--- src/rtl/vcti_pkg.sv ---
// Shared constants, types and the reset curve for the velocity curve interpolator.
`default_nettype none
package vcti_pkg;

   // Table geometry and fixed-point format.
   localparam int TABLE_DEPTH = 128;
   localparam int IDX_W       = 7;
   localparam int VAL_W       = 16;
   localparam int FRAC_W      = 15;
   localparam int SCALED_W    = VAL_W + IDX_W - 1;
   localparam logic [VAL_W-1:0] Q15_ONE  = 16'd32768;
   localparam logic [VAL_W-1:0] Q15_HALF = 16'd16384;
   localparam logic [IDX_W-1:0] LAST_IDX = IDX_W'(TABLE_DEPTH - 1);

   // Ramp step: each entry adds 65536/(2*(depth-1)), kept as quotient and remainder.
   localparam int RAMP_DIV    = 2 * (TABLE_DEPTH - 1);
   localparam int RAMP_STEP_Q = 65536 / RAMP_DIV;
   localparam int RAMP_STEP_R = 65536 % RAMP_DIV;

   // Item operation codes.
   localparam logic OP_LOAD  = 1'b0;
   localparam logic OP_APPLY = 1'b1;

   typedef logic [TABLE_DEPTH-1:0][VAL_W-1:0] curve_tab_type;

   // Commands from the controller to the datapath.
   typedef struct packed {
      logic capture;
      logic read;
      logic mul;
      logic finish;
   } cmd_type;

   // Linear ramp, entry i = i*32768/(depth-1), rounded half up.
   // The rounding offset starts the remainder at depth-1.
   function automatic curve_tab_type ramp_fn();
      curve_tab_type tab;
      int            quo;
      int            rem;
      quo = 0;
      rem = TABLE_DEPTH - 1;
      for (int i = 0; i < TABLE_DEPTH; i++) begin
         tab[i] = VAL_W'(quo);
         quo    = quo + RAMP_STEP_Q;
         rem    = rem + RAMP_STEP_R;
         if (rem >= RAMP_DIV) begin
            rem = rem - RAMP_DIV;
            quo = quo + 1;
         end
      end
      return tab;
   endfunction

   localparam curve_tab_type RAMP_TABLE = ramp_fn();

endpackage
`default_nettype wire

--- src/rtl/vcti_ctrl.sv ---
// Controller state machine that sequences one item through the datapath.
`default_nettype none
module vcti_ctrl (
   input  wire logic             clock,
   input  wire logic             reset,
   input  wire logic             req_valid,
   output logic                  req_stall,
   output logic                  rsp_valid,
   input  wire logic             rsp_stall,
   output vcti_pkg::cmd_type     cmd
);
   import vcti_pkg::*;

   typedef enum logic [3:0] {
      ST_IDLE = 4'b0001,
      ST_READ = 4'b0010,
      ST_MUL  = 4'b0100,
      ST_FIN  = 4'b1000
   } state_type;

   state_type state_ff, state_in;
   logic      rsp_valid_ff, rsp_valid_in;
   logic      fin_go;

   // The last step may only run once the output register is free.
   assign fin_go = (state_ff == ST_FIN) && (!rsp_valid_ff || !rsp_stall);

   // Next state.
   always_comb begin
      state_in = state_ff;
      unique case (state_ff)
         ST_IDLE: begin
            if (req_valid) state_in = ST_READ;
         end
         ST_READ: state_in = ST_MUL;
         ST_MUL:  state_in = ST_FIN;
         ST_FIN: begin
            if (fin_go) state_in = ST_IDLE;
         end
         default: state_in = ST_IDLE;
      endcase
   end

   // Output valid is set by the last step and cleared when the item is taken.
   always_comb begin
      if (fin_go) begin
         rsp_valid_in = 1'b1;
      end else if (rsp_stall) begin
         rsp_valid_in = rsp_valid_ff;
      end else begin
         rsp_valid_in = 1'b0;
      end
   end

   always_ff @(posedge clock) begin
      if (reset) begin
         state_ff     <= ST_IDLE;
         rsp_valid_ff <= 1'b0;
      end else begin
         state_ff     <= state_in;
         rsp_valid_ff <= rsp_valid_in;
      end
   end

   // Handshake outputs and datapath commands.
   assign req_stall   = (state_ff != ST_IDLE);
   assign rsp_valid   = rsp_valid_ff;
   assign cmd.capture = (state_ff == ST_IDLE) && req_valid;
   assign cmd.read    = (state_ff == ST_READ);
   assign cmd.mul     = (state_ff == ST_MUL);
   assign cmd.finish  = fin_go;

endmodule
`default_nettype wire

--- config.mk ---
export PLATFORM = sky130hd
export DESIGN_NAME = vcti_ctrl
export DESIGN_NICKNAME = d
export VERILOG_FILES = /design/src/rtl/vcti_pkg.sv /design/src/rtl/vcti_ctrl.sv
export SDC_FILE = /design/constraint.sdc
export NUM_CORES = 1
export LEC_CHECK = 0
export ABC_AREA = 1
export ABC_CLOCK_PERIOD_IN_PS = 1000
export BUFFER_PORTS_ARGS = -buffer_cell sky130_fd_sc_hd__buf_2
export CORE_AREA = 2 2 39 41
export DETAILED_ROUTE_END_ITERATION = 6
export DIE_AREA = 0 0 41 43
export PLACE_DENSITY_LB_ADDON = 0.08
export SYNTH_ARGS = -nofsm -noshare
export SYNTH_HDL_FRONTEND = slang
export SYNTH_SLANG_ARGS = --single-unit
--- constraint.sdc ---
create_clock -name clock -period 1 [get_ports clock]
set_input_delay 0.1 -clock clock [delete_from_list [all_inputs] [get_ports clock]]
set_output_delay 0.1 -clock clock [all_outputs]
set_load 0.005 [all_outputs]
### After elaboration in Yosys (flattened, before gate mapping)

Index checks and enable logic that the tools add are counted.

* bits in registers: 5
* input bits: 4
* output and inout bits: 6
* word-level logic and storage cells: 21

* equality and inequality tests: 8
* mux-type cells: 5
* reductions and logical operators: 6

Operators with widths (number)
* case mux 4 bit (4 select lines): 1
* 2-to-1 mux 4 bit: 2
* equality test 4 x 1 -> 1 bit, second input constant: 1
* equality test 4 x 2 -> 1 bit, second input constant: 1
* equality test 4 x 3 -> 1 bit, second input constant: 1
* equality test 4 bit, second input constant: 1
* inequality test 2 bit, second input constant: 2
* inequality test 4 x 1 -> 1 bit, second input constant: 1
* logical AND 1 bit: 2
* logical NOT 1 bit: 2
* 2-to-1 mux 1 bit: 2
* inequality test 2 x 1 -> 1 bit, second input constant: 1
* AND reduction 2 bit: 1
* logical OR 1 bit: 1

### Longest topological paths before layout

* depth after elaboration: 5
* gate-level depth with buffers: 7

### Least setup slack after synthesis

OpenSTA, ideal clock, no wires.

* path type: reg2reg
* start: reg state_ff[2]
* end: reg state_ff[0]
* data arrival time: 737 ps
* setup slack: 151 ps
* cell stages (with the launch flop): 7
* path buffers: 0
* clock period less this slack: 849 ps
* cells stage by stage: dfxtp_1 -> nor2_2 -> nand3_1 -> nand2_1 -> inv_1 -> nand2_1 -> nand2_1

* longest elaborated chain between the ends: 4

Ends and longest elaborated chain
* start: declaration: RTL line vcti_ctrl.sv:21 `state_type state_ff, state_in;`
* start signal: assignment: RTL line vcti_ctrl.sv:60 `state_ff <= state_in;`
* equality test 4 bit: RTL line vcti_ctrl.sv:26, vcti_ctrl.sv:31
* logical AND 1 bit: RTL line vcti_ctrl.sv:26 `assign fin_go = (state_ff == ST_FIN) && (!rsp_valid_ff || !rsp_stall);`
* inequality test 2 bit (no source line)
* AND reduction 2 bit (no source line)

Parallel ways exist; a longest one is shown, timed or not.
A chain may end at the register's enable or synchronous reset.

==> qor.txt <==
Die X = 41 um
R2R Path End = state_ff[0]
largest net degree at the start of global routing = 6
Yosys warning total = 0
WS Path Type = flop to output port
WP data arrival = 1.01 ns
top cells by area, synth = dfxtp_1 (38%), inv_1 (17%), nand2_1 (13%)
Slew headroom = 91.79%
Worst R2R Path Depth = 7
Antenna Nets Post-Route = 0
final instance area = 406.6 um^2
final worst slack = -0.1129 ns
Initial Utilization = 18.99%
main flop type after synthesis = dfxtp_1
P&R area growth vs syn = 54.76%
H-tree depth = 1
area fraction of the dominant cell type after synthesis = 38.10%
min Tclk post-route = 1.113 ns
crit path launch type = flop
Worst setup endpoint = cmd[0]
core area = 1384 um^2
sequential fraction of the synthesis area = 38.10%
Ant. Diodes = 0
Worst Hold Class = input port to flop
global-route usage over all layers = 7.723%
total die area = 1763 um^2
status = finished with violations
die height = 43 um
worst skew pair latency = 0.24 ns
DR vias = 275
final number of setup-violating endpoints = 6
asr flop ratio synth = 0%
Num CTS Buffers = 3
syn_area_per_cell = 6.111 um^2
crit end category = output port
worst-path fanout max = 3
vias per std cell = 3.767
1st-pass router iterations = 1
post-synth top area cell = dfxtp_1
Max Freq = 0.8985 GHz
CTS tree = yes
final hold vios = 0
Worst VDD drop = 0.5084 mV
Net Count, Synth = 47
Max Cap Viol = 0
failing checks = setup timing
routability cong. = 0.7305
Pleak = 0.2373 nW
clock slew at reported path FFs = 0.04 ns
Root Driver = clkbuf_4
Fin Clk Skew = 0.0003187 ns
first-pass GRT wire length = 848 um
total clock sinks = 5
Worst EP required = 0.90 ns
layout cells sized above 1 = 49.12%
slack of the worst reg-to-reg path = -0.01 ns
1st-iter DRT viols = 0
total power = 0.5605 mW
final WL = 555 um
gr ovfl total = 0
Post-synth EDFFs = 0
Reg-to-Reg Start = state_ff[3]
vias in the first global route = 232
antenna violations before repair = 0
Clock Path Buffers = 2
FP Rows = 14
IO buf count = 9
dpl hpwl = 439.8 um
drt wl/cell = 7.603 um
top cells by count, synth = inv_1 (12), nand2_1 (9), nor2_1 (7)
worst setup path start = state_ff[3]
Post-Syn Area = 262.8 um^2
DRC viols = 0
Filler cells = 166
power density over cell area = 1378 nW/um^2
I/O pins = 10
number of synthesized register bits = 5
DP Area = 320.3 um^2
Tcrit/Tclk final = 111.3%
unrepaired setup endpoints after global routing = yes
most common cell in the synthesized netlist = inv_1
Syn Inst Count = 43
Layout Nets = 62
max-slew violation count = 0
Yosys cell types = 10
worst-margin pin slew = 0.1222 ns
routing by layer:
metal,up-vias,wire (um),global-route usage [%]
met5,-,0,0
met1,117,246,8.974
met3,2,29,3.141
met2,6,270,9.688
met4,0,9,8.000
li1,150,-,-
worst min path at each step:
stage	startpoint	endpoint	slack [ns]	depth (start not counted)
2_1_floorplan	reset	rsp_valid	0.17	1
6_report	reset	state_ff[3]	0.09	2
5_1_grt	reset	state_ff[3]	0.1	2
4_1_cts	reset	state_ff[3]	0.09	2
3_5_place_dp	reset	rsp_valid	0.36	2
3_3_place_gp	reset	state_ff[3]	0.35	2
placed cells by master, fill, tap and decap left out, types with 3 or more instances in the layout:
cell	Yosys	final
buf_2	0	9
clkbuf_4	0	3
dfxtp_4	0	4
inv_1	12	9
nand2_1	9	7
nand2_2	1	3
nor2_1	7	6
nor2_4	0	4
per-stage QoR:
stage | std cells | hold WS, ns | setup slack [ns] | TNS [ns] | util (%)
3_3_place_gp | 67 | 0.3503 | 0.03506 | 0 | 23.15
2_1_floorplan | 43 | 0.1691 | 0.1509 | 0 | -
5_1_grt | 73 | 0.09661 | -0.2072 | -0.8067 | 29.39
4_1_cts | 71 | 0.09300 | -0.1332 | -0.5302 | 25.68
3_5_place_dp | 67 | 0.3552 | 0.05702 | 0 | 23.15
6_report | 73 | 0.09152 | -0.1129 | -0.4243 | 29.39
where the power goes:
group | leakage (nW) | internal, mW | switching (mW)
registers | 0.0432 | 0.207 | 0.0161
clock network | 0.0150 | 0.151 | 0.0795
logic | 0.179 | 0.0535 | 0.0539
what timing repair did:
action,CTS,global route
setup endpoints to repair,5,5
pin swaps,2,4
hold buffers,0,0
gates resized for setup,5,14
buffers inserted,0,2
worst max-delay path, cell delays in order (launching register included):
cell,delay (ns)
dfxtp_4,0.37
inv_4,0.04
nor2_4,0.11
nand2_2,0.06
nor2_1,0.09
buf_2,0.11
flip-flops by register name (all words and copies together), names as in the netlist:
name and count:
rsp_valid 1, state_ff 4
logic make-up after synthesis:
logic type / Yosys count / share of synthesized area [%]
buffers and inverters: 13 / 20.00
DFF: 5 / 38.10
AOI/OAI and AO/OA: 2 / 3.810
and+or+nand+nor: 23 / 38.10
final cells by class:
cell class	instances	area [um^2]	share of cell area, %
Clock buffer	4	26.28	6.462
Inverter	12	47.55	11.69
Multi-Input combinational cell	25	137.6	33.85
Sequential cell	5	115.1	28.31
Tap cell	16	20.02	4.923
Timing Repair Buffer	11	60.06	14.77
Note: power is estimated with default switching activity, not from simulation.
